--- config.mk ---
export PLATFORM = sky130hd
export DESIGN_NAME = epoch_seconds_to_calendar_unit
export DESIGN_NICKNAME = d
export VERILOG_FILES = /design/src/hdl/ccal_pkg.sv /design/src/hdl/ccal_cdiv.sv /design/src/hdl/ccal_sub.sv /design/src/hdl/epoch_seconds_to_calendar_unit.sv
export SDC_FILE = /design/constraint.sdc
export NUM_CORES = 1
export LEC_CHECK = 0
export BUFFER_PORTS_ARGS = -buffer_cell sky130_fd_sc_hd__buf_4
export CAP_MARGIN = 20
export CORE_MARGIN = 5
export CORE_UTILIZATION = 60
export CTS_CLUSTER_DIAMETER = 30
export CTS_CLUSTER_SIZE = 24
export DETAILED_ROUTE_END_ITERATION = 10
export PLACE_DENSITY = 0.77
export SLEW_MARGIN = 20
export SYNTH_ARGS = -nofsm -noshare
export SYNTH_HDL_FRONTEND = slang
export SYNTH_SLANG_ARGS = --single-unit
--- constraint.sdc ---
create_clock -name clk -period 16.1 [get_ports clk]
set_input_delay 2.415 -clock clk [delete_from_list [all_inputs] [get_ports clk]]
set_output_delay 2.415 -clock clk [all_outputs]
set_load 0.005 [all_outputs]
--- src/hdl/ccal_pkg.sv ---
// Shared types, constants and the month-length table for the calendar converter.
`default_nettype none

package ccal_pkg;

    // Field widths
    localparam int EPOCH_W = 31;
    localparam int TIME_W  = 32;
    localparam int DAYS_W  = 15;
    localparam int YEAR_W  = 11;

    // Time-zone offset in seconds per hour step
    localparam logic [15:0] SEC_PER_HOUR = 16'd3600;

    // Reciprocals for exact division of any 32-bit value by 60 and by 24
    localparam logic [31:0] RECIP_60 = 32'd2290649225;  // ceil(2^37 / 60)
    localparam logic [31:0] RECIP_24 = 32'd2863311531;  // ceil(2^36 / 24)
    localparam logic [5:0]  DIVISOR_60 = 6'd60;
    localparam logic [5:0]  DIVISOR_24 = 6'd24;

    // Calendar constants
    localparam logic [YEAR_W-1:0] BASE_YEAR      = 11'd1970;
    localparam logic [6:0]        BASE_YEAR_M100 = 7'd70;
    localparam logic [1:0]        BASE_CENT_M4   = 2'd3;   // century 19 mod 4
    localparam logic [6:0]        LAST_YEAR_M100 = 7'd99;
    localparam logic [7:0]        YEAR_BIAS_LOW  = 8'(2000 % 256);
    localparam logic [DAYS_W-1:0] DAYS_YEAR      = 15'd365;
    localparam logic [DAYS_W-1:0] DAYS_LEAP_YEAR = 15'd366;
    localparam logic [3:0]        MONTH_DEC      = 4'd11;

    // Divisor select for the constant divider
    typedef enum logic {
        DIV_BY_60,
        DIV_BY_24
    } div_code_t;

    // Control from the sequencer to the divider
    typedef struct packed {
        logic      load;
        div_code_t code;
    } div_ctrl_t;

    // Days in a month, month counted from 0
    function automatic logic [4:0] month_days(logic [3:0] mon, logic leap);
        logic [4:0] len;
        unique case (mon)
            4'd1:                     len = leap ? 5'd29 : 5'd28;
            4'd3, 4'd5, 4'd8, 4'd10:  len = 5'd30;
            default:                  len = 5'd31;
        endcase
        return len;
    endfunction

endpackage

`default_nettype wire

--- src/hdl/ccal_cdiv.sv ---
// Constant divider by 60 or 24 through a registered reciprocal product.
`default_nettype none

module ccal_cdiv (
    input  wire                               clk,
    input  wire ccal_pkg::div_ctrl_t          ctrl,
    input  wire [ccal_pkg::TIME_W-1:0]        dividend,
    output logic [ccal_pkg::TIME_W-1:0]       quot,
    output logic [5:0]                        rem
);

    logic [ccal_pkg::TIME_W-1:0]   dividend_reg;
    ccal_pkg::div_code_t           code_reg;
    logic [2*ccal_pkg::TIME_W-1:0] prod_reg;
    logic [ccal_pkg::TIME_W-1:0]   recip;
    logic [5:0]                    divisor;
    logic [5:0]                    qd_low;

    // Pick the reciprocal for the requested divisor
    always_comb
    begin
        unique case (ctrl.code)
            ccal_pkg::DIV_BY_60: recip = ccal_pkg::RECIP_60;
            ccal_pkg::DIV_BY_24: recip = ccal_pkg::RECIP_24;
            default:             recip = ccal_pkg::RECIP_60;
        endcase
    end

    // Capture operand and product on load
    always_ff @(posedge clk)
    begin
        if (ctrl.load)
        begin
            dividend_reg <= dividend;
            code_reg     <= ctrl.code;
            prod_reg     <= 64'(dividend) * 64'(recip);
        end
    end

    // Shift out the quotient, rebuild the remainder from the low bits
    always_comb
    begin
        unique case (code_reg)
            ccal_pkg::DIV_BY_60:
            begin
                quot    = {5'b0, prod_reg[63:37]};
                divisor = ccal_pkg::DIVISOR_60;
            end
            ccal_pkg::DIV_BY_24:
            begin
                quot    = {4'b0, prod_reg[63:36]};
                divisor = ccal_pkg::DIVISOR_24;
            end
            default:
            begin
                quot    = {5'b0, prod_reg[63:37]};
                divisor = ccal_pkg::DIVISOR_60;
            end
        endcase
        qd_low = 6'(quot[5:0] * divisor);
        rem    = 6'(dividend_reg[5:0] - qd_low);
    end

endmodule

`default_nettype wire

--- src/hdl/ccal_sub.sv ---
// Shared compare-and-subtract unit for the year and month walks.
`default_nettype none

module ccal_sub (
    input  wire  [ccal_pkg::DAYS_W-1:0] minuend,
    input  wire  [ccal_pkg::DAYS_W-1:0] subtrahend,
    output logic [ccal_pkg::DAYS_W-1:0] diff,
    output logic                        fits
);

    logic [ccal_pkg::DAYS_W:0] wide;

    // Subtract with borrow out; no borrow means the span fits
    always_comb
    begin
        wide = {1'b0, minuend} - {1'b0, subtrahend};
        diff = wide[ccal_pkg::DAYS_W-1:0];
        fits = ~wide[ccal_pkg::DAYS_W];
    end

endmodule

`default_nettype wire

--- src/hdl/epoch_seconds_to_calendar_unit.sv ---
// Top level: Unix seconds to local Gregorian date and time, sequenced.
//
//  channel   direction  handshake             payload
//  cfg       in         cfg_valid/cfg_ready   zone_offset_hours[3:0]
//  in        in         in_valid/in_ready     epoch_seconds[30:0]
//  out       out        out_valid/out_ready   second, minute, hour, day, month, year
//
// The year walk through the shared subtractor takes one year per cycle, over at most
// 68 whole years after 1970; the month walk then steps through month indices 0..11.
// Reset clears the sequencer, the output valid and sets the offset to 8 hours.
// in_ready is high only while idle; a finished result waits in its register,
// and a held result keeps the next one in its final state until taken.
// cfg_ready is always high.
`default_nettype none

module epoch_seconds_to_calendar_unit (
    input  wire                                 clk,
    input  wire                                 rst_n,
    input  wire                                 cfg_valid,
    output logic                                cfg_ready,
    input  wire  [3:0]                          zone_offset_hours,
    input  wire                                 in_valid,
    output logic                                in_ready,
    input  wire  [ccal_pkg::EPOCH_W-1:0]        epoch_seconds,
    output logic                                out_valid,
    input  wire                                 out_ready,
    output logic [5:0]                          second_of_minute,
    output logic [5:0]                          minute_of_hour,
    output logic [4:0]                          hour_of_day,
    output logic [4:0]                          day_of_month,
    output logic [3:0]                          month_of_year,
    output logic [7:0]                          year_since_2000
);

    typedef enum logic [2:0] {
        S_IDLE,
        S_DIV_SEC,
        S_SEC,
        S_MIN,
        S_HR,
        S_YEAR,
        S_MONTH,
        S_PUT
    } state_t;

    state_t                       state_reg;
    logic [3:0]                   zone_reg;
    logic [ccal_pkg::TIME_W-1:0]  time_reg;
    logic [5:0]                   sec_reg;
    logic [5:0]                   min_reg;
    logic [4:0]                   hr_reg;
    logic [ccal_pkg::DAYS_W-1:0]  days_reg;
    logic [ccal_pkg::YEAR_W-1:0]  year_reg;
    logic [6:0]                   yr_m100_reg;
    logic [1:0]                   cent_m4_reg;
    logic [3:0]                   mon_reg;
    logic                         out_valid_reg;
    logic [5:0]                   second_of_minute_reg;
    logic [5:0]                   minute_of_hour_reg;
    logic [4:0]                   hour_of_day_reg;
    logic [4:0]                   day_of_month_reg;
    logic [3:0]                   month_of_year_reg;
    logic [7:0]                   year_since_2000_reg;

    ccal_pkg::div_ctrl_t          div_ctrl;
    logic [ccal_pkg::TIME_W-1:0]  div_in;
    logic [ccal_pkg::TIME_W-1:0]  div_quot;
    logic [5:0]                   div_rem;
    logic [ccal_pkg::DAYS_W-1:0]  sub_b;
    logic [ccal_pkg::DAYS_W-1:0]  sub_diff;
    logic                         sub_fits;
    logic                         leap;
    logic                         in_fire;
    logic                         slot_free;

    assign cfg_ready = 1'b1;
    assign in_ready  = (state_reg == S_IDLE);
    assign in_fire   = in_valid && in_ready;
    assign slot_free = !out_valid_reg || out_ready;

    // Gregorian leap rule from the running year counters
    assign leap = (year_reg[1:0] == 2'd0) && ((yr_m100_reg != 7'd0) || (cent_m4_reg == 2'd0));

    // Drive the divider during the three split steps
    always_comb
    begin
        div_ctrl.load = (state_reg == S_DIV_SEC) || (state_reg == S_SEC)
                        || (state_reg == S_MIN);
        div_ctrl.code = (state_reg == S_MIN) ? ccal_pkg::DIV_BY_24 : ccal_pkg::DIV_BY_60;
        div_in        = (state_reg == S_DIV_SEC) ? time_reg : div_quot;
    end

    ccal_cdiv u_cdiv (
        .clk      (clk),
        .ctrl     (div_ctrl),
        .dividend (div_in),
        .quot     (div_quot),
        .rem      (div_rem)
    );

    // Span to take off: month length in the month walk, year length otherwise
    always_comb
    begin
        if (state_reg == S_MONTH)
            sub_b = {10'b0, ccal_pkg::month_days(mon_reg, leap)};
        else
            sub_b = leap ? ccal_pkg::DAYS_LEAP_YEAR : ccal_pkg::DAYS_YEAR;
    end

    ccal_sub u_sub (
        .minuend    (days_reg),
        .subtrahend (sub_b),
        .diff       (sub_diff),
        .fits       (sub_fits)
    );

    // Sequencer, offset register and result register
    always_ff @(posedge clk or negedge rst_n)
    begin
        if (!rst_n)
        begin
            state_reg     <= S_IDLE;
            zone_reg      <= 4'd8;
            out_valid_reg <= 1'b0;
        end
        else
        begin
            if (cfg_valid && cfg_ready)
                zone_reg <= zone_offset_hours;

            // Drop the result once taken; the put step handles its own cycle
            if (out_valid_reg && out_ready && (state_reg != S_PUT))
                out_valid_reg <= 1'b0;

            unique case (state_reg)
                S_IDLE:
                begin
                    if (in_fire)
                    begin
                        time_reg  <= 32'(epoch_seconds)
                                     + 32'(16'(zone_reg) * ccal_pkg::SEC_PER_HOUR);
                        state_reg <= S_DIV_SEC;
                    end
                end
                S_DIV_SEC:
                    state_reg <= S_SEC;
                S_SEC:
                begin
                    sec_reg   <= div_rem;
                    state_reg <= S_MIN;
                end
                S_MIN:
                begin
                    min_reg   <= div_rem;
                    state_reg <= S_HR;
                end
                S_HR:
                begin
                    hr_reg      <= div_rem[4:0];
                    days_reg    <= div_quot[ccal_pkg::DAYS_W-1:0];
                    year_reg    <= ccal_pkg::BASE_YEAR;
                    yr_m100_reg <= ccal_pkg::BASE_YEAR_M100;
                    cent_m4_reg <= ccal_pkg::BASE_CENT_M4;
                    state_reg   <= S_YEAR;
                end
                S_YEAR:
                begin
                    // Advance one whole year, or move on to the months
                    if (sub_fits)
                    begin
                        days_reg <= sub_diff;
                        year_reg <= 11'(year_reg + 11'd1);
                        if (yr_m100_reg == ccal_pkg::LAST_YEAR_M100)
                        begin
                            yr_m100_reg <= 7'd0;
                            cent_m4_reg <= 2'(cent_m4_reg + 2'd1);
                        end
                        else
                            yr_m100_reg <= 7'(yr_m100_reg + 7'd1);
                    end
                    else
                    begin
                        mon_reg   <= 4'd0;
                        state_reg <= S_MONTH;
                    end
                end
                S_MONTH:
                begin
                    // Advance one whole month; stop past December
                    if (sub_fits)
                    begin
                        days_reg <= sub_diff;
                        mon_reg  <= 4'(mon_reg + 4'd1);
                        if (mon_reg == ccal_pkg::MONTH_DEC)
                            state_reg <= S_PUT;
                    end
                    else
                        state_reg <= S_PUT;
                end
                S_PUT:
                begin
                    // Hold until the result register is free
                    if (slot_free)
                    begin
                        second_of_minute_reg <= sec_reg;
                        minute_of_hour_reg   <= min_reg;
                        hour_of_day_reg      <= hr_reg;
                        day_of_month_reg     <= 5'(days_reg[4:0] + 5'd1);
                        month_of_year_reg    <= 4'(mon_reg + 4'd1);
                        year_since_2000_reg  <= 8'(year_reg[7:0] - ccal_pkg::YEAR_BIAS_LOW);
                        out_valid_reg        <= 1'b1;
                        state_reg            <= S_IDLE;
                    end
                end
                default:
                    state_reg <= S_IDLE;
            endcase
        end
    end

    assign out_valid        = out_valid_reg;
    assign second_of_minute = second_of_minute_reg;
    assign minute_of_hour   = minute_of_hour_reg;
    assign hour_of_day      = hour_of_day_reg;
    assign day_of_month     = day_of_month_reg;
    assign month_of_year    = month_of_year_reg;
    assign year_since_2000  = year_since_2000_reg;

    // An accepted request keeps the block busy on the next cycle
    assert property (@(posedge clk) disable iff (!rst_n) in_fire |=> !in_ready)
        else $error("in_ready high right after a request was accepted");

    // The time split gives in-range fields
    assert property (@(posedge clk) disable iff (!rst_n)
        out_valid |-> (second_of_minute < 6'd60) && (minute_of_hour < 6'd60)
                      && (hour_of_day < 5'd24))
        else $error("time field out of range");

    // The month walk ends inside the year with a nonzero day
    assert property (@(posedge clk) disable iff (!rst_n)
        out_valid |-> (month_of_year != 4'd0) && (month_of_year <= 4'd12)
                      && (day_of_month != 5'd0))
        else $error("date field out of range");

    // The year walk never leaves more days than a leap year holds
    assert property (@(posedge clk) disable iff (!rst_n)
        (state_reg == S_MONTH) |-> (days_reg < ccal_pkg::DAYS_LEAP_YEAR))
        else $error("day count too large in month walk");

endmodule

`default_nettype wire
; ---- Word level (Yosys, flattened, before mapping)
; Index checks and enable logic that the tools add are counted.
; Widths: inputs -> output; s select.
[op_classes]
addsub = 9
mul = 3
div = 0
magnitude_cmp = 0
n_eq_ne = 23
shift = 0
muxes = 31
bitwise = 2
n_reduce_logical = 28
[op_table]
columns = cell, n
row1 = $pmux 32 s2, 2
row2 = $mul 32x32->64, 1
row3 = $add 31x16->32, 1
row4 = $mux 32, 1
row5 = $pmux 15 s2, 1
row6 = $pmux 3 s8, 1
row7 = $pmux 11 s2, 1
row8 = $sub 15x9->16, 1
row9 = $mux 15, 1
row10 = $mux 3, 5
row11 = $mux 7, 2
row12 = $pmux 7 s2, 1
row13 = $eq 3x3->1 const B, 4
row14 = $eq 4x4->1 const B, 3
row15 = $mul 4x8->12 const B, 1
row16 = $pmux 6 s2, 1
row17 = $reduce_and 3->1, 4
row18 = $reduce_and 4->1, 3
row19 = $add 11x1->11 const B, 1
row20 = $mux 11, 1
row21 = $ne 2x2->1 const B, 5
row22 = $mux 9, 1
row23 = $mux 4, 2
row24 = $pmux 2 s2, 2
row25 = 30 further kinds, 50
[totals]
regBits = 201
latch_bits = 0
ram_bits = 0
mem_bits_ro = 0
inputBits = 40
output_inout_bits = 37
wordCells = 117
mem_count = 0

; ---- Depth between registers and ports, before layout
[depth]
ltp_word = 9
mapped_depth = 34
depth_no_buf = 32

; ---- Modules after synthesis
; From an unflattened synthesis, not the netlist that was laid out.
[unflattened]
cells_unflattened = 2690
area_unflattened_um2 = 27151.0
[by_module_without_submodules]
columns = mod, instances, cells_per_inst, area_each_um2, seq_area_each_um2
row1 = ccal_cdiv, 1, 2089, 19926.6, 1051.0
row2 = epoch_seconds_to_calendar_unit, 1, 490, 6437.4, 3774.9
row3 = ccal_sub, 1, 111, 787.0, 0.0

; ---- Least setup slack after synthesis
; No wires, ideal clock.
[synth_timing]
path_kind = register to register
start = register state_reg[0]
end = register u_cdiv.prod_reg[61] (netlist name) (data pin)
t_arrival_ns = 8.553
t_required_ns = 15.834
setup_slack_ns = 7.281
path_stages_with_launch = 34
path_buffers = 5
path_cell_list = dfrtp_1 > buf_4 > or3b_1 > clkbuf_1 > clkbuf_1 > clkbuf_1 > clkbuf_1 > nor2_1 > a21oi_1 > nand2_1 > inv_1 > ha_1 > ha_1 > fa_1 > inv_1 > fa_1 > inv_1 > fa_1 > fa_1 > fa_1 > inv_1 > fa_1 > inv_1 > ha_1 > a21oi_1 > o21ai_1 > a2111oi_2 > o2111ai_1 > o211ai_2 > a21oi_2 > a221o_2 > a2111oi_2 > nor3_1 > xor2_1
[synth_between]
elab_chain_len = 5
word_cells_on_any_way = 7
cone_classes = mul: 1 / eq/ne: 2 / mux: 3 / bitwise: 1
[synth_rtl]
columns = item, line
row1 = start: declaration, epoch_seconds_to_calendar_unit.sv:46  ; state_t state_reg;
row2 = start signal: assignment, epoch_seconds_to_calendar_unit.sv:122  ; state_reg <= S_IDLE;
row3 = start signal: assignment, epoch_seconds_to_calendar_unit.sv:142  ; state_reg <= S_DIV_SEC;
row4 = start signal: assignment, epoch_seconds_to_calendar_unit.sv:146  ; state_reg <= S_SEC;
row5 = $eq 3x2->1, epoch_seconds_to_calendar_unit.sv:89  ; div_ctrl.code = (state_reg == S_MIN) ? ccal_pkg::DIV_BY_24 : ccal_pkg::DIV_BY_60;
row6 = $mux 1, epoch_seconds_to_calendar_unit.sv:89
row7 = $not 1->1, ccal_cdiv.sv:22  ; unique case (ctrl.code)
row8 = $pmux 32 s2, ccal_cdiv.sv:22
row9 = $mul 32x32->64 (*), ccal_cdiv.sv:36  ; prod_reg <= 64'(dividend) * 64'(recip);
row10 = end signal: assignment, ccal_cdiv.sv:36
row11 = end: declaration, ccal_cdiv.sv:14  ; logic [2*ccal_pkg::TIME_W-1:0] prod_reg;
; Every way passes the cells marked *; elsewhere a longest branch is shown, timed or not. The select of a mux whose other input is x is not followed.
; A chain may end at the register's enable or synchronous reset.

; ---- Worst setup path in the final report
[layout_timing]
start = register state_reg[0]
end = register u_cdiv.prod_reg[62] (netlist name) (data pin)
; Same word-level chain as after synthesis.

==> impl_metrics.tcl <==
set metrics [dict create \
    fin_crit_sh_pct 66.38 \
    route.met3.wl_mm 3.064 \
    critPathMaxStageDelay_ps 760 \
    drive_above_1_share_pct 6.049 \
    setup_viol 0 \
    die_w_um 218.3 \
    synthFlopType "edfxtp_1" \
    clk_latency_ps 450 \
    grt_pass1_vias 19410 \
    grt_pass1_wl_mm 111.5 \
    wl_met1_mm 29.36 \
    fmax_mhz 93.57 \
    die_h_um 218.3 \
    synth_top_area_share_pct 29.99 \
    status "finished clean" \
    largest_register_ff_count 32 \
    crit_path_top_delay_cell "a21oi_1" \
    dieArea_mm2 0.04766 \
    start_util_pct 60.58 \
    grt_use_total_pct 31.01 \
    clock_skew_ps 18.80 \
    maxSlewHeadroom_pct 29.28 \
    coreArea_mm2 0.04298 \
    cts_tree "built" \
    cpMostUsedCell "fa_1" \
    required_ps 16280 \
    clk_pin_slew_worst_paths_ps 70 \
    path_class "register to register" \
    drc 0 \
    grt-ovfl-total 0 \
    drt-total-wl_mm 70.86 \
    antenna_found_initial 0 \
    crit_fanout 18 \
    rsz0062_at_grt "false" \
    nets 3522 \
    ys_ff_latch 162 \
    diodes 0 \
    synth_area_leader_cell "fa_1" \
    gp_congestion 1.022 \
    synth.most_common_cell "inv_1" \
    cp-end-kind "register" \
    drt_iter0_markers 1336 \
    crit_start "state_reg[0]" \
    met2WireLength_mm 35.17 \
    synthArstFlopShare_pct 4.938 \
    yosys-top-cells-count "697 x inv_1, 427 x ha_1, 390 x fa_1, 154 x edfxtp_1, 114 x a21oi_1" \
    avgRoutedWirePerCell_um 21.72 \
    firstDrtPassIters 5 \
    synth-edff-count 154 \
    arrival_ps 10870 \
    ios 77 \
    synthToLayoutAreaGrowth_pct 7.598 \
    synth-seq-area-share_pct 18.54 \
    clockBufferDepth 2 \
    ant_nets 0 \
    root_buffer "clkbuf_16" \
    path_buf_inv 4 \
    num_rows 76 \
    layout_min_cycle_time_ps 10690 \
    cp_top_family "adder cells" \
    cap_violations 0 \
    hp-start "min_reg[3]" \
    syn-cell-area_mm2 0.02604 \
    dp_hpwl_mm 63.41 \
    drv_slew 0 \
    hp-class "register to register" \
    grt_max_degree 36 \
    hold_viol_final 0 \
    cts.htree.levels 4 \
    synth_warnings 0 \
    synth_area_leaders "fa_1 30%, ha_1 21%, edfxtp_1 18%, inv_1 10%, xnor2_1 3.1%" \
    numCtsBuffers 17 \
    viasPerCell 5.527 \
    reg2reg_from "state_reg[0]" \
    num_vias 18040 \
    numPortBuffers 75 \
    syn_avg_cell_area_um2 10.13 \
    worst_slew_pin_slew_ps 1058 \
    post-cts-setup-buffer-count 0 \
    syn_inst 2571 \
    post_cts_resized 0 \
    clkSinkCount 162 \
    start_kind "register" \
    synth.distinct_cells 74 \
    ctsHoldBuffers 0 \
    setup_tns_ps 0 \
    topRoutingLayerUsed "met4" \
]
final timing paths:
| check | to | slack, ps | cells past startpoint |
|---|---|---|---|
| max | u_cdiv.prod_reg[62] | 5410 | 28 |
| min | minute_of_hour[3] | 420 | 0 |
| max reg2reg | u_cdiv.prod_reg[62] | 5410 | 28 |
| min reg2reg | minute_of_hour[3] | 420 | 0 |
| max in group asynchronous | zone_reg[3] | 14080 | 1 |
| min in group asynchronous | out_valid | 1790 | 1 |
per-stage QoR:
stage          hold WS (ps)  area, µm²  setup slack, ps  util [%]  std cells
2_1_floorplan         400.3      26090             7281         -       2585
3_3_place_gp          403.2      27410             5590     63.77       3231
3_5_place_dp          404.5      27420             5357     63.78       3231
4_1_cts               420.6      28000             5342     65.14       3263
5_1_grt               425.6      28010             4868     65.18       3263
6_report              418.8      28010             5413     65.18       3263
kinds of logic (layout without fill, tap and decap cells):
family                   Yosys count  count (layout)  share of synthesized area (%)
AO/OA/AOI/OAI                    296             296                          7.088
XOR/XNOR                         147             147                          4.945
adder cells (fa/ha/maj)          818             818                          50.55
buffers and inverters            733             826                          10.65
flip-flops                       162             162                          18.54
multiplexers                      28              28                          1.086
other                              2              16                        0.02884
AND/OR/NAND/NOR                  385             385                          7.117
worst reg2reg max path, delay by kind of cell, from the launching register on:
family	cells	cell delay, ps
buf+inv	4	250
xor+xnor	2	430
simple gates	8	3000
fa+ha+maj	8	3880
flops	1	740
compound gates	6	2120
final cells by class:
type / count / area (µm²)
multi-input cells: 1690 / 18540
clock inverters: 15 / 158.9
repair buffers: 94 / 705.7
well taps: 585 / 732.0
inverters: 700 / 2628
fillers: 3475 / 14970
flip-flops and latches: 162 / 4826
clock buffers: 17 / 425.4
placed cells by master (no fill, tap or decap), drive strengths merged, types with 26 or more instances in the layout:
| cell | n |
|---|---|
| inv | 706 |
| ha | 427 |
| fa | 390 |
| edfxtp | 154 |
| a21oi | 117 |
| nor2 | 107 |
| nand2 | 102 |
| buf | 94 |
| xnor2 | 92 |
| o21ai | 68 |
| xor2 | 55 |
| nand3 | 33 |
| a21o | 30 |
| mux2i | 26 |
metal layers:
metal  vias to the layer above  global-route usage (%)
li1                       8339                       -
met1                      9047                   40.25
met2                       500                   53.74
met3                       149                   3.962
met4                         0                   11.28
met5                         -                       0
Power is left out: the tool's default activity adds up to more than one toggle a clock period on the data nets, which glitch-free logic cannot reach.
